===== src/rtl/dtrtc_pkg.sv =====
//------------------------------------------------------------------------------
// RTC BCD encoder package
// Shared word layouts and widths for the date/time to RTC register encoder.
//------------------------------------------------------------------------------
`default_nettype none

package dtrtc_pkg;

   // Packed stream word widths, rounded up to whole bytes.
   localparam int unsigned REQ_DATA_W = 40;
   localparam int unsigned RSP_DATA_W = 56;

   // One binary date and time word.
   typedef struct packed {
      logic [11:0] year;
      logic [3:0]  month;
      logic [4:0]  day;
      logic [4:0]  hour;
      logic [5:0]  minute;
      logic [5:0]  second;
   } datetime_type;

   // One set of RTC register bytes.
   typedef struct packed {
      logic       valid_res;
      logic [7:0] second_bcd;
      logic [7:0] minute_bcd;
      logic [7:0] hour_bcd;
      logic [7:0] day_bcd;
      logic [2:0] weekday_value;
      logic [7:0] month_byte;
      logic [7:0] year_bcd;
   } result_type;

endpackage

`default_nettype wire


===== src/rtl/datetime_to_rtc_bcd_registers.sv =====
// Path: an accepted word passes through the input register and then the
// result register before its result shows on the output.
// Throughput: one word per cycle; the encoder is a single pass of logic
// between the two registers, so ready stays high unless the output stalls.
// Reset: synchronous, active high; clears both pipeline valid flags.
//------------------------------------------------------------------------------
// Date/time to RTC BCD register encoder
// Stream wrapper with an input register and a result register around the
// BCD encoder and weekday calculator.
//------------------------------------------------------------------------------
`default_nettype none

module datetime_to_rtc_bcd_registers (
   input  wire logic        clock,
   input  wire logic        reset,
   input  wire logic        req_tvalid,
   output logic             req_tready,
   // year[11:0], month[15:12], day[20:16], hour[25:21], minute[31:26],
   // second[37:32], zero fill [39:38]
   input  wire logic [39:0] req_tdata,
   output logic             rsp_tvalid,
   input  wire logic        rsp_tready,
   // second_bcd[7:0], minute_bcd[15:8], hour_bcd[23:16], day_bcd[31:24],
   // weekday_value[34:32], month_byte[42:35], year_bcd[50:43], zero fill [55:51]
   output logic      [55:0] rsp_tdata,
   // valid_res[0]
   output logic      [0:0]  rsp_tuser
);

   logic                    s1_valid_ff;
   logic                    s1_valid_in;
   dtrtc_pkg::datetime_type s1_data_ff;
   dtrtc_pkg::datetime_type s1_data_in;
   logic                    out_valid_ff;
   logic                    out_valid_in;
   dtrtc_pkg::result_type   out_res_ff;
   dtrtc_pkg::result_type   out_res_in;
   dtrtc_pkg::result_type   enc_res;
   logic                    out_ready;
   logic                    s1_ready;

   // Pipeline flow control: each stage advances when the next can take it.
   always_comb begin
      out_ready  = !out_valid_ff || rsp_tready;
      s1_ready   = !s1_valid_ff || out_ready;
      req_tready = s1_ready;
   end

   // Input register next values.
   always_comb begin
      s1_valid_in = s1_valid_ff;
      s1_data_in  = s1_data_ff;
      if (s1_ready) begin
         s1_valid_in = req_tvalid;
      end
      if (s1_ready && req_tvalid) begin
         s1_data_in.year   = req_tdata[11:0];
         s1_data_in.month  = req_tdata[15:12];
         s1_data_in.day    = req_tdata[20:16];
         s1_data_in.hour   = req_tdata[25:21];
         s1_data_in.minute = req_tdata[31:26];
         s1_data_in.second = req_tdata[37:32];
      end
   end

   dtrtc_encode u_encode (
      .dt  (s1_data_ff),
      .res (enc_res)
   );

   // Result register next values.
   always_comb begin
      out_valid_in = out_valid_ff;
      out_res_in   = out_res_ff;
      if (out_ready) begin
         out_valid_in = s1_valid_ff;
      end
      if (out_ready && s1_valid_ff) begin
         out_res_in = enc_res;
      end
   end

   // Valid flags take reset; payload registers do not.
   always_ff @(posedge clock) begin
      if (reset) begin
         s1_valid_ff  <= 1'b0;
         out_valid_ff <= 1'b0;
      end else begin
         s1_valid_ff  <= s1_valid_in;
         out_valid_ff <= out_valid_in;
      end
      s1_data_ff <= s1_data_in;
      out_res_ff <= out_res_in;
   end

   // Pack the result word.
   always_comb begin
      rsp_tvalid          = out_valid_ff;
      rsp_tuser[0]        = out_res_ff.valid_res;
      rsp_tdata           = '0;
      rsp_tdata[7:0]      = out_res_ff.second_bcd;
      rsp_tdata[15:8]     = out_res_ff.minute_bcd;
      rsp_tdata[23:16]    = out_res_ff.hour_bcd;
      rsp_tdata[31:24]    = out_res_ff.day_bcd;
      rsp_tdata[34:32]    = out_res_ff.weekday_value;
      rsp_tdata[42:35]    = out_res_ff.month_byte;
      rsp_tdata[50:43]    = out_res_ff.year_bcd;
   end

endmodule

`default_nettype wire


===== src/rtl/dtrtc_weekday.sv =====
//------------------------------------------------------------------------------
// Weekday calculator
// Day of week, 1 for Monday to 7 for Sunday, from a century offset date.
//------------------------------------------------------------------------------
`default_nettype none

module dtrtc_weekday (
   input  wire logic [6:0] offset,    // year offset within its century, 0..99
   input  wire logic       c2000,     // year lies in 2000..2098
   input  wire logic [3:0] month,
   input  wire logic [4:0] day,
   output logic      [2:0] weekday
);

   // Month contribution 2m + 3(m+1)/5 reduced mod 7, with January and
   // February counted as months 13 and 14 of the previous year.
   function automatic logic [2:0] month_term(input logic [3:0] m);
      logic [2:0] t;
      case (m)
         4'd1:    t = 3'd6;
         4'd2:    t = 3'd2;
         4'd3:    t = 3'd1;
         4'd4:    t = 3'd4;
         4'd5:    t = 3'd6;
         4'd6:    t = 3'd2;
         4'd7:    t = 3'd4;
         4'd8:    t = 3'd0;
         4'd9:    t = 3'd3;
         4'd10:   t = 3'd5;
         4'd11:   t = 3'd1;
         4'd12:   t = 3'd3;
         default: t = 3'd0;
      endcase
      return t;
   endfunction

   logic       jan_feb;
   logic       wrap;
   logic [6:0] off_w;
   logic       c_w;
   logic [7:0] sum;
   logic [4:0] fold1;
   logic [3:0] fold2;
   logic [3:0] rem7;

   // Step back one year for January and February. January or February 2000
   // falls into 1999, the last year of the previous century.
   always_comb begin
      jan_feb = (month == 4'd1) || (month == 4'd2);
      wrap    = jan_feb && c2000 && (offset == 7'd0);
      if (wrap) begin
         off_w = 7'd99;
         c_w   = 1'b0;
      end else if (jan_feb) begin
         off_w = offset - 7'd1;
         c_w   = c2000;
      end else begin
         off_w = offset;
         c_w   = c2000;
      end
   end

   // The century parts y/4 - y/100 + y/400 and the base year reduce mod 7 to
   // zero for the 2000s and to one for the 1900s.
   always_comb begin
      sum = {3'd0, day} + {5'd0, month_term(month)} + {1'b0, off_w}
          + {3'd0, off_w[6:2]} + {7'd0, ~c_w};
   end

   // Modulo 7 by folding octal digits, since 8 is 1 mod 7.
   always_comb begin
      fold1 = {2'd0, sum[2:0]} + {2'd0, sum[5:3]} + {3'd0, sum[7:6]};
      fold2 = {1'b0, fold1[2:0]} + {2'd0, fold1[4:3]};
      rem7  = (fold2 >= 4'd7) ? (fold2 - 4'd7) : fold2;
      weekday = rem7[2:0] + 3'd1;
   end

endmodule

`default_nettype wire


===== src/rtl/dtrtc_encode.sv =====
//------------------------------------------------------------------------------
// RTC register encoder
// Range checks one date and time and builds the seven BCD register bytes.
//------------------------------------------------------------------------------
`default_nettype none

module dtrtc_encode (
   input  wire dtrtc_pkg::datetime_type dt,
   output dtrtc_pkg::result_type        res
);

   // Two BCD digits of a value up to 99; tens by the reciprocal 205/2048.
   function automatic logic [7:0] to_bcd(input logic [6:0] v);
      logic [14:0] prod;
      logic [3:0]  tens;
      logic [7:0]  tens_x10;
      logic [7:0]  ones;
      prod     = {8'd0, v} * 15'd205;
      tens     = prod[14:11];
      tens_x10 = {1'b0, tens, 3'd0} + {3'd0, tens, 1'b0};
      ones     = {1'b0, v} - tens_x10;
      return {tens, ones[3:0]};
   endfunction

   logic        in1900;
   logic        in2000;
   logic [11:0] year_diff;
   logic [6:0]  offset;
   logic        ok;
   logic [2:0]  weekday;
   logic [7:0]  month_bcd;

   // Century window and offset within it.
   always_comb begin
      in2000    = (dt.year >= 12'd2000) && (dt.year <= 12'd2098);
      in1900    = (dt.year >= 12'd1901) && (dt.year <= 12'd1999);
      year_diff = in2000 ? (dt.year - 12'd2000) : (dt.year - 12'd1900);
      offset    = year_diff[6:0];
   end

   // Range checks on every field; the day is not checked against the month.
   always_comb begin
      ok = (in1900 || in2000)
         && (dt.month >= 4'd1) && (dt.month <= 4'd12)
         && (dt.day != 5'd0)
         && (dt.hour <= 5'd23)
         && (dt.minute <= 6'd59)
         && (dt.second <= 6'd59);
   end

   dtrtc_weekday u_weekday (
      .offset  (offset),
      .c2000   (in2000),
      .month   (dt.month),
      .day     (dt.day),
      .weekday (weekday)
   );

   // Result bytes, all zero when any check fails.
   always_comb begin
      month_bcd = to_bcd({3'd0, dt.month});
      res = '0;
      if (ok) begin
         res.valid_res     = 1'b1;
         res.second_bcd    = to_bcd({1'b0, dt.second});
         res.minute_bcd    = to_bcd({1'b0, dt.minute});
         res.hour_bcd      = to_bcd({2'd0, dt.hour});
         res.day_bcd       = to_bcd({2'd0, dt.day});
         res.weekday_value = weekday;
         res.month_byte    = {in1900, month_bcd[6:0]};
         res.year_bcd      = to_bcd(offset);
      end
   end

endmodule

`default_nettype wire


===== config.mk =====
export PLATFORM = sky130hd
export DESIGN_NAME = datetime_to_rtc_bcd_registers
export DESIGN_NICKNAME = d
export VERILOG_FILES = /design/src/rtl/dtrtc_pkg.sv /design/src/rtl/datetime_to_rtc_bcd_registers.sv /design/src/rtl/dtrtc_weekday.sv /design/src/rtl/dtrtc_encode.sv
export SDC_FILE = /design/constraint.sdc
export NUM_CORES = 1
export LEC_CHECK = 0
export ABC_AREA = 1
export BUFFER_PORTS_ARGS = -buffer_cell sky130_fd_sc_hd__buf_2
export CELL_PAD_IN_SITES_DETAIL_PLACEMENT = 2
export CELL_PAD_IN_SITES_GLOBAL_PLACEMENT = 2
export CORE_MARGIN = 5
export CORE_UTILIZATION = 41
export CTS_CLUSTER_SIZE = 25
export DETAILED_ROUTE_END_ITERATION = 10
export PLACE_DENSITY = 0.88
export SETUP_SLACK_MARGIN = 0.02
export SLEW_MARGIN = 20
export SYNTH_ARGS = -nofsm -noshare
export SYNTH_HDL_FRONTEND = slang
export SYNTH_SLANG_ARGS = --single-unit

===== constraint.sdc =====
create_clock -name clock -period 16.5 [get_ports clock]
set_clock_uncertainty 0.15 [all_clocks]
set_input_delay 1.65 -clock clock [delete_from_list [all_inputs] [get_ports clock]]
set_output_delay 1.65 -clock clock [all_outputs]
set_load 0.03 [all_outputs]

# [After elaboration in Yosys (flattened, before gate mapping)]
# Memory sizes are Yosys's and may differ from the RTL's. A register that Yosys moved wholly into a read port is not among the register bits.
# Index checks and enable logic that the tools add are counted.
[word_totals] ff_bits=92 romBits=48 inputBits=44 output_inout_bits=59 word_cells=92 n_memories=1
[memory_table] name="(no name shown)" words=16 word_bits=3 read_ports=1 rd_ports_with_merged_regs=1 wr=0 line="dtrtc_weekday.sv:19" rtl="case (m)"
[op_classes] addsub=24 n_mul=6 order_cmp=10 n_eq_ne=2 mux=7 bitwise_logic=1 reduce_logical=20
[op_table] op="$mux W52" count=1
[op_table] op="$mul A6 B8 Y14 const B" count=2
[op_table] op="$mul A5 B8 Y13 const B" count=2
[op_table] op="$ge A12 B11 Y1 const B" count=2
[op_table] op="$sub A4 B4 Y4" count=6
[op_table] op="$mux W7" count=3
[op_table] op="$mul A7 B8 Y15 const B" count=1
[op_table] op="$sub A7 B7 Y7 const B" count=2
[op_table] op="$add A4 B4 Y4" count=3
[op_table] op="$le A12 B11 Y1 const B" count=1
[op_table] op="$le A12 B12 Y1 const B" count=1
[op_table] op="$le A6 B6 Y1 const B" count=2
[op_table] op="$logic_and A1 B1 Y1" count=12
[op_table] op="$mul A4 B8 Y12 const B" count=1
[op_table] op="$add A4 B3 Y4" count=2
[op_table] op="$add A6 B7 Y8" count=1
[op_table] op="$add A8 B1 Y8" count=1
[op_table] op="$add A8 B5 Y8" count=1
[op_table] op="$logic_not A7 Y1" count=1
[op_table] op="$sub A7 B1 Y7 const B" count=1
[op_table] op="$add A5 B3 Y6" count=1
[op_table] op="$add A4 B2 Y5" count=1
[op_table] op="$le A5 B5 Y1 const B" count=1
[op_table] op="$reduce_bool A5 Y1" count=1
[op_table] op="16 further kinds" count=20

# [Logic depth before layout (Yosys ltp)]
# Gate-level depths: netlist (run 1).
[depth] word_depth=16 ltp_mapped=44 ltp_nobuf=44

# [Modules after synthesis]
# A second synthesis (run 1) with hierarchy kept.
[hier_totals] cells_unflattened=955 hier_area_um2=9023.7
[by_module_without_submodules] module="dtrtc_encode" instances=1 cells_per_inst=662 area_each_um2=4946.0 seq_area_each_um2=0.0
[by_module_without_submodules] module="datetime_to_rtc_bcd_registers" instances=1 cells_per_inst=108 area_each_um2=2835.2 seq_area_each_um2=2742.6
[by_module_without_submodules] module="dtrtc_weekday" instances=1 cells_per_inst=185 area_each_um2=1242.4 seq_area_each_um2=0.0

# [Least setup slack after synthesis (run 1)]
# No wires, ideal clock.
[synth_path] path_kind="reg2reg" startpoint="register s1_data_ff[27] (netlist bit)" endpoint="register out_res_ff, in the netlist rsp_tdata[34] (data pin)" setup_ps=146 t_arrival_ps=7520 required_ps=16204 slack_ps=8684 path_stages_with_launch=40 n_path_buf=0 period_less_slack_ps=7816 cell_sequence="edfxtp_1 -> inv_1 -> ha_1 -> nand3_1 -> nor2_1 -> nand2_1 -> nand3_2 -> nand2_4 -> nand2_1 -> xor2_1 -> inv_1 -> ha_1 -> nand3_1 -> nor3_1 -> inv_1 -> nor2_1 -> inv_1 -> nand3_1 -> (+4 left out) -> nand3_1 -> nand2_1 -> a21oi_1 -> o21ai_0 -> xor2_1 -> fa_1 -> ha_1 -> fa_1 -> xor2_1 -> ha_1 -> fa_1 -> ha_1 -> nand2_1 -> nand2_1 -> mux2_2 -> ha_1 -> or2_2 -> a21oi_1"
[synth_via] elab_chain_cells=15 elab_cells_between_ends=34 cone_classes="11 x add/sub; 5 x order compare; 5 x mux; 1 x bitwise; 12 x reduce/logical"
[synth_lines] element="start, declared" line="datetime_to_rtc_bcd_registers.sv:32" rtl="dtrtc_pkg::datetime_type s1_data_ff;"
[synth_lines] element="start signal, assigned" line="datetime_to_rtc_bcd_registers.sv:92" rtl="s1_data_ff <= s1_data_in;"
[synth_lines] element="$ge A12 B11 Y1 / $le A12 B12 Y1 (equally long branches)" line="dtrtc_encode.sv:35" rtl="in2000 = (dt.year >= 12'd2000) && (dt.year <= 12'd2098);"
[synth_lines] element="$logic_and A1 B1 Y1" line="dtrtc_encode.sv:35"
[synth_lines] element="$mux W7" line="dtrtc_encode.sv:37" rtl="year_diff = in2000 ? (dt.year - 12'd2000) : (dt.year - 12'd1900);"
[synth_lines] element="$sub A7 B1 Y7 / $logic_not A7 Y1 (equally long branches)" line="dtrtc_weekday.sv:55, dtrtc_weekday.sv:50"
[synth_lines] element="$mux W7 / $logic_and A1 B1 Y1 (equally long branches)" line="dtrtc_weekday.sv:54, dtrtc_weekday.sv:50"
[synth_lines] element="$mux W7" line="dtrtc_weekday.sv:51" rtl="if (wrap) begin"
[synth_lines] element="$add A6 B7 Y8" line="dtrtc_weekday.sv:66" rtl="sum = {3'd0, day} + {5'd0, month_term(month)} + {1'b0, off_w}"
[synth_lines] element="$add A8 B5 Y8" line="dtrtc_weekday.sv:67" rtl="+ {3'd0, off_w[6:2]} + {7'd0, ~c_w};"
[synth_lines] element="$add A8 B1 Y8" line="dtrtc_weekday.sv:67"
[synth_lines] element="$add A3 B3 Y4" line="dtrtc_weekday.sv:72" rtl="fold1 = {2'd0, sum[2:0]} + {2'd0, sum[5:3]} + {3'd0, sum[7:6]};"
[synth_lines] element="$add A4 B2 Y5" line="dtrtc_weekday.sv:72"
[synth_lines] element="$add A3 B2 Y4" line="dtrtc_weekday.sv:73" rtl="fold2 = {1'b0, fold1[2:0]} + {2'd0, fold1[4:3]};"
[synth_lines] element="$ge A4 B3 Y1 / $sub A3 B3 Y3 (equally long branches)" line="dtrtc_weekday.sv:74" rtl="rem7 = (fold2 >= 4'd7) ? (fold2 - 4'd7) : fold2;"
[synth_lines] element="$mux W3" line="dtrtc_weekday.sv:74"
[synth_lines] element="$add A3 B1 Y3" line="dtrtc_weekday.sv:75" rtl="weekday = rem7[2:0] + 3'd1;"
[synth_lines] element="end signal, assigned" line="datetime_to_rtc_bcd_registers.sv:93" rtl="out_res_ff <= out_res_in;"
[synth_lines] element="end, declared" line="datetime_to_rtc_bcd_registers.sv:36" rtl="dtrtc_pkg::result_type out_res_ff;"
# Several ways; a longest one is shown, not always the timed one.
# A chain may end at the register's enable or synchronous reset.

# [Worst setup path in the final report (run 1)]
[layout_path] startpoint="register s1_data_ff[26] (netlist bit)" endpoint="register out_res_ff, in the netlist rsp_tdata[34] (data pin)"
# Same word-level chain as after synthesis.

==> results of run 1 <==
[cell usage in the layout, fill, tap and decap left out, drive strengths merged]
| master | n |
|---|---|
| a2111oi | 2 |
| a21o | 1 |
| a21oi | 36 |
| a221oi | 1 |
| a31oi | 2 |
| a32oi | 1 |
| a41oi | 2 |
| and3 | 2 |
| buf | 89 |
| bufinv | 2 |
| clkbuf | 9 |
| clkinvlp | 2 |
| conb | 13 |
| dfxtp | 5 |
| edfxtp | 82 |
| fa | 37 |
| ha | 213 |
| inv | 177 |
| mux2 | 1 |
| nand2 | 122 |
| nand3 | 36 |
| nand3b | 2 |
| nand4 | 7 |
| nor2 | 70 |
| nor3 | 7 |
| o2111ai | 1 |
| o211ai | 3 |
| o21a | 1 |
| o21ai | 31 |
| o21bai | 1 |
| o31ai | 1 |
| or2 | 12 |
| xnor2 | 15 |
| xor2 | 26 |
[layer usage]
metal / global-route usage, % / vias to the layer above / wire length, microns
li1: - / 3157 / -
met1: 29.2 / 3474 / 12100
met2: 49.1 / 196 / 16600
met3: 4.08 / 96 / 1080
met4: 13.7 / 0 / 1670
met5: 0 / - / 0
[final timing paths]
kind	slack (ns)	startpoint	cells after the start	end
worst max-delay path	6.36	s1_data_ff[26]	38	rsp_tdata[34]
worst min-delay path	0.39	rsp_tvalid	2	rsp_tvalid
worst max register to register	6.36	s1_data_ff[26]	38	rsp_tdata[34]
worst min register to register	0.39	rsp_tvalid	2	rsp_tvalid
[logic make-up (layout without fill, tap and decap cells)]
| kind of cell | Yosys count | after routing | synth area share, % |
|---|---|---|---|
| AND/OR/NAND/NOR | 258 | 258 | 13.2 |
| adder cells (fa/ha/maj) | 250 | 250 | 39.0 |
| buffers and inverters | 191 | 279 | 8.77 |
| flip-flops | 87 | 87 | 29.3 |
| AO/OA/AOI/OAI | 83 | 83 | 5.33 |
| XOR/XNOR | 41 | 41 | 4.20 |
| other | 1 | 13 | 0.0429 |
| multiplexers | 1 | 1 | 0.129 |
[cell type report]
class / instances / area [sq um]
multi-input cells: 646 / 5460
well taps: 275 / 344
clock buffers: 9 / 225
fillers: 2211 / 11200
flip-flops and latches: 87 / 2560
inverters: 175 / 657
clock inverters: 6 / 92.6
repair buffers: 89 / 450
[through the flow]
stage	hold slack [ns]	power (mW)	std cells	setup slack, ns
after floorplan	0.295	1.10	924	8.68
after global placement	0.363	1.29	1272	7.61
after CTS	0.399	1.71	1287	6.43
after detailed placement	0.381	1.42	1272	6.97
final	0.395	1.70	1287	6.36
after global routing	0.414	1.85	1287	6.01
[worst max-delay path: cells and delay by family (launching register included)]
family | cells | cell delay [ns]
buffers and inverters | 5 | 0.98
AND/OR/NAND/NOR | 13 | 1.70
XOR/XNOR | 2 | 0.40
flip-flops | 1 | 0.59
multiplexers | 1 | 0.35
adder cells (fa/ha/maj) | 12 | 4.32
AO/OA/AOI/OAI | 5 | 1.45
[registers in the layout, summed over array words and instances (netlist names), named ones only]
signal       cells
rsp_tdata       43
s1_data_ff      38
rsp_tuser        1
rsp_tvalid       1
s1_valid_ff      1
[power by group through the flow]
stage	sequential (mW)	clock [mW]	combinational, mW
after floorplan	0.309	0	0.791
after global placement	0.290	0	1.00
after detailed placement	0.292	0	1.12
after CTS	0.288	0.244	1.18
after global routing	0.290	0.254	1.31
final	0.288	0.242	1.17
==> flow_metrics.env, run 1 <==
export IMPL_ys_warn_count=0
export IMPL_pwr_share_comb_pct=68.8
export IMPL_die_w_microns=156
export IMPL_final_area_sq_mm=0.00979
export IMPL_io_pins=103
export IMPL_hold_path_class="reg2reg"
export IMPL_clkLatencyLatePin_ns=0.37
export IMPL_drtIter0Drc=267
export IMPL_dp_final_hpwl_mm=22.0
export IMPL_worstPathRequired_ns=16.54
export IMPL_maxCapViolCount=0
export IMPL_peakVddDrop_mv=0.200
export IMPL_fmax_ghz=0.0986
export IMPL_drv_slew=0
export IMPL_route_detailed_drc=0
export IMPL_die_area_sq_mm=0.0243
export IMPL_core_sq_mm=0.0210
export IMPL_globalRouteOverflowTotal=0
export IMPL_crit_type="reg2reg"
export IMPL_ys_top_cells_by_count="ha_1 (213), inv_1 (173), nand2_1 (112), edfxtp_1 (82), nor2_1 (70)"
export IMPL_wl_per_cell_microns=24.5
export IMPL_clk_pin_slew_ns=0.07
export IMPL_rows=53
export IMPL_start_util_pct=41.5
export IMPL_cts_path_max_buffers=2
export IMPL_antenna_found_initial=0
export IMPL_status="finished clean"
export IMPL_rsz0062_at_grt="false"
export IMPL_finalSetupViolCount=0
export IMPL_syn_to_final_growth_pct=12.1
export IMPL_setup_tns_ns=0
export IMPL_firstDrtPassIters=4
export IMPL_start_kind="flop"
export IMPL_ant_nets=0
export IMPL_crit_path_end_kind="flop"
export IMPL_cts_max_level=3
export IMPL_power_frac_seq_pct=16.9
export IMPL_yosysUniqueCellTypes=40
export IMPL_grt_pass1_vias=8258
export IMPL_worst_pin_slew_ns=0.996
export IMPL_cts_sinks=87
export IMPL_cts_resized=0
export IMPL_antennaDiodeCount=0
export IMPL_die_h_microns=156
export IMPL_worstPathMaxFanout=8
export IMPL_via_per_inst=5.38
export IMPL_cts_root_buffer="clkbuf_16"
export IMPL_nets=1302
export IMPL_critPathMaxStageDelay_ns=0.79
export IMPL_fin_crit_sh_pct=61.5
export IMPL_cp_slowest_cell="o21ai_0"
export IMPL_swShare_pct=49.2
export IMPL_dpl_cell_area_sq_mm=0.00948
export IMPL_drive_gt1_share_pct=13.5
export IMPL_slew_headroom_pct=32.9
export IMPL_hold_viol_final=0
export IMPL_min_period_ns=10.14
export IMPL_io_buffers=87
export IMPL_crit_path_frequent_cell="ha_1"
export IMPL_num_vias=6923
export IMPL_seq_area_frac_synth_pct=29.3
export IMPL_cts_setup_buffers=0
export IMPL_netlist_area_sq_mm=0.00873
export IMPL_p_int_uw=866
export IMPL_holdBufCountCts=0
export IMPL_gp_congestion=0.825
export IMPL_synthFlopType="edfxtp_1"
export IMPL_final_util_pct=46.6
export IMPL_synth_top_area_share_pct=30.5
export IMPL_pwr_share_clk_pct=14.2
export IMPL_cts_tree="yes"
export IMPL_async_reset_ff_share_pct=0
export IMPL_grt_use_total_pct=26.5
export IMPL_syn_avg_cell_area_sq_um=9.58
export IMPL_ys_ff_latch=87
export IMPL_power_density_mw_per_mm2=174
export IMPL_synth_area_leader_cell="ha_1"
export IMPL_drt_wl_total_mm=31.5
export IMPL_synth_cells=912
export IMPL_grt_max_degree=41
export IMPL_grt_pass1_wl_mm=48.8
export IMPL_power_switching_uw=837
export IMPL_synth_edf_count=82
export IMPL_leakage_nw=5.14
export IMPL_cts_made_buffers=9
export IMPL_synth_most_common_cell="ha_1"
export IMPL_synth_area_leaders="ha_1 (31%), edfxtp_1 (28%), fa_1 (8.5%), inv_1 (7.4%), nand2_1 (4.8%)"
export IMPL_arrival_ns=10.18
(Power assumes the default switching activity.)
==> run 2, diff against run 1 <==
CORE_UTILIZATION = 38   (was 41)
PLACE_DENSITY = 0.83   (was 0.88)
clock period = 10.5 ns   (was 16.5 ns; I/O delays follow)
==> run 2 against run 1 <==
  * Critical path type unchanged
  * Core utilization down 3.4 points
  * Via count shrank 5.5%
  * Cell area down 0.17%
  * Critical endpoint unchanged
  * Setup slack got worse by 5.0 ns
  * Final cell count grew 0.85%
  * Sequential share of layout area is essentially flat
==> flow_metrics.env, run 2 (synthesis results as in run 1) <==
export IMPL_arrival_ns=9.14
export IMPL_multi_input_area_sq_mm=0.00546
export IMPL_largest_reg_flops=43
export IMPL_worstPathRequired_ns=10.53
export IMPL_ant_nets=0
export IMPL_critPathMaxStageDelay_ns=0.67
export IMPL_final_util_pct=43.2
export IMPL_grt_max_degree=38
export IMPL_worstPathMaxFanout=9
export IMPL_holdPathStages=2
export IMPL_syn_to_final_growth_pct=11.9
export IMPL_rows=55
export IMPL_clkLatencyLatePin_ns=0.36
export IMPL_power_switching_mw=1.20
export IMPL_place_ws_ns=1.34
export IMPL_cts_made_buffers=9
export IMPL_io_buffers=87
export IMPL_setup_tns_ns=0
export IMPL_clk_pin_slew_ns=0.07
export IMPL_finalPower_mw=2.52
export IMPL_pwr_share_comb_pct=68.9
export IMPL_hold_viol_final=0
export IMPL_status="finished clean"
export IMPL_final_common_cell="ha_1"
export IMPL_worstHoldStart="s1_valid_ff"
export IMPL_io_pins=103
export IMPL_min_period_ns=9.12
export IMPL_drt_wl_total_mm=24.5
export IMPL_globalRouteOverflowTotal=0
export IMPL_num_vias=6540
export IMPL_crit_path_end_kind="flop"
export IMPL_p_int_mw=1.33
export IMPL_crit_path_frequent_cell="ha_1"
export IMPL_dpl_cell_area_sq_mm=0.00949
export IMPL_drv_slew=0
export IMPL_cts_path_max_buffers=2
export IMPL_cts_setup_buffers=0
export IMPL_layout_setup_ws_ns=1.38
export IMPL_grt_pass1_wl_mm=39.4
export IMPL_die_w_microns=162
export IMPL_fmax_ghz=0.110
export IMPL_power_density_mw_per_mm2=258
export IMPL_firstDrtPassIters=4
export IMPL_core_sq_mm=0.0226
export IMPL_pwr_share_clk_pct=13.3
export IMPL_ff_latch_area_sq_mm=0.00256
export IMPL_via_per_inst=5.04
export IMPL_crit_start="s1_data_ff[27]"
export IMPL_die_h_microns=162
export IMPL_cts_tree="yes"
export IMPL_leakage_nw=5.12
export IMPL_r2r_cells=38
export IMPL_die_area_sq_mm=0.0261
export IMPL_cts_max_level=3
export IMPL_antenna_found_initial=2
export IMPL_finalSetupViolCount=0
export IMPL_final_cell_mix="ha_1 (213), inv_1 (172), nand2_1 (112)"
export IMPL_final_area_sq_mm=0.00978
export IMPL_rsz0062_at_grt="false"
export IMPL_hold_path_class="reg2reg"
export IMPL_route_detailed_drc=0
export IMPL_fin_crit_sh_pct=86.8
export IMPL_grt_pass1_vias=7641
export IMPL_start_util_pct=38.6
export IMPL_maxCapViolCount=0
export IMPL_worst_pin_slew_ns=0.897
export IMPL_drive_gt1_share_pct=13.4
export IMPL_power_frac_seq_pct=17.9
export IMPL_swShare_pct=47.5
export IMPL_crit_type="reg2reg"
export IMPL_cts_resized=0
export IMPL_cp_slowest_cell="o21ai_0"
export IMPL_slew_headroom_pct=40.0
export IMPL_grt_use_total_pct=19.1
export IMPL_drtIter0Drc=164
export IMPL_reg2reg_from="s1_data_ff[27]"
export IMPL_nets=1302
export IMPL_cts_root_buffer="clkbuf_16"
export IMPL_peakVddDrop_mv=0.247
export IMPL_fillers=2473
export IMPL_start_kind="flop"
export IMPL_holdBufCountCts=0
export IMPL_wl_per_cell_microns=18.9
export IMPL_gp_congestion=0.808
export IMPL_cts_sinks=87
export IMPL_dp_final_hpwl_mm=19.4
-- run 2: changes by cell type in the layout (fill, tap and decap cells not counted), sizes merged --
| cell | before | now |
|---|---|---|
| diode | 0 | 2 |
| bufinv | 2 | 1 |
| clkbuf | 9 | 10 |
| clkinv | 0 | 1 |
| clkinvlp | 2 | 1 |
| inv | 177 | 176 |
-- run 2: area by class of cell --
| cell class | instances | share of cell area, % |
|---|---|---|
| Multi-Input combinational cell | 646 | 55.9 |
| Sequential cell | 87 | 26.2 |
| Inverter | 175 | 6.72 |
| Timing Repair Buffer | 89 | 4.61 |
| Tap cell | 285 | 3.65 |
| Clock buffer | 10 | 2.34 |
| Clock inverter | 4 | 0.563 |
| Antenna cell | 2 | 0.0512 |
-- run 2: final timing paths --
path | to | slack, ns
setup / recovery | rsp_tdata[34] | 1.38
hold / removal | s1_valid_ff | 0.40
setup reg to reg | rsp_tdata[34] | 1.38
hold reg to reg | s1_valid_ff | 0.40
-- run 2: worst max-delay path, delay by kind of cell, from the launching register on --
kind	cells	cell delay (ns)
fa+ha+maj	12	4.14
simple gates	14	1.54
compound gates	4	1.09
buf+inv	5	0.82
flops	1	0.59
mux	1	0.35
xor+xnor	2	0.29
-- run 2: layer usage --
metal / track usage [%] / vias up / share of wire (%)
li1: - / 3155 / -
met1: 21.5 / 3262 / 41
met2: 37.4 / 91 / 55
met3: 2.81 / 32 / 2.1
met4: 4.81 / 0 / 1.9
met5: 0 / - / 0
-- run 2: power by group through the flow --
stage	clock [mW]	combinational [mW]	sequential, mW
6_report	0.335	1.74	0.451
5_1_grt	0.354	1.96	0.455
4_1_cts	0.339	1.77	0.452
3_5_place_dp	0	1.75	0.459
3_3_place_gp	0	1.56	0.457
2_1_floorplan	0	1.24	0.485
-- run 2: through the flow --
step | instances | hold slack (ns)
floorplan | 924 | 0.295
detailed placement | 1282 | 0.395
global route | 1298 | 0.435
global placement | 1282 | 0.367
finish | 1298 | 0.404
CTS | 1296 | 0.408
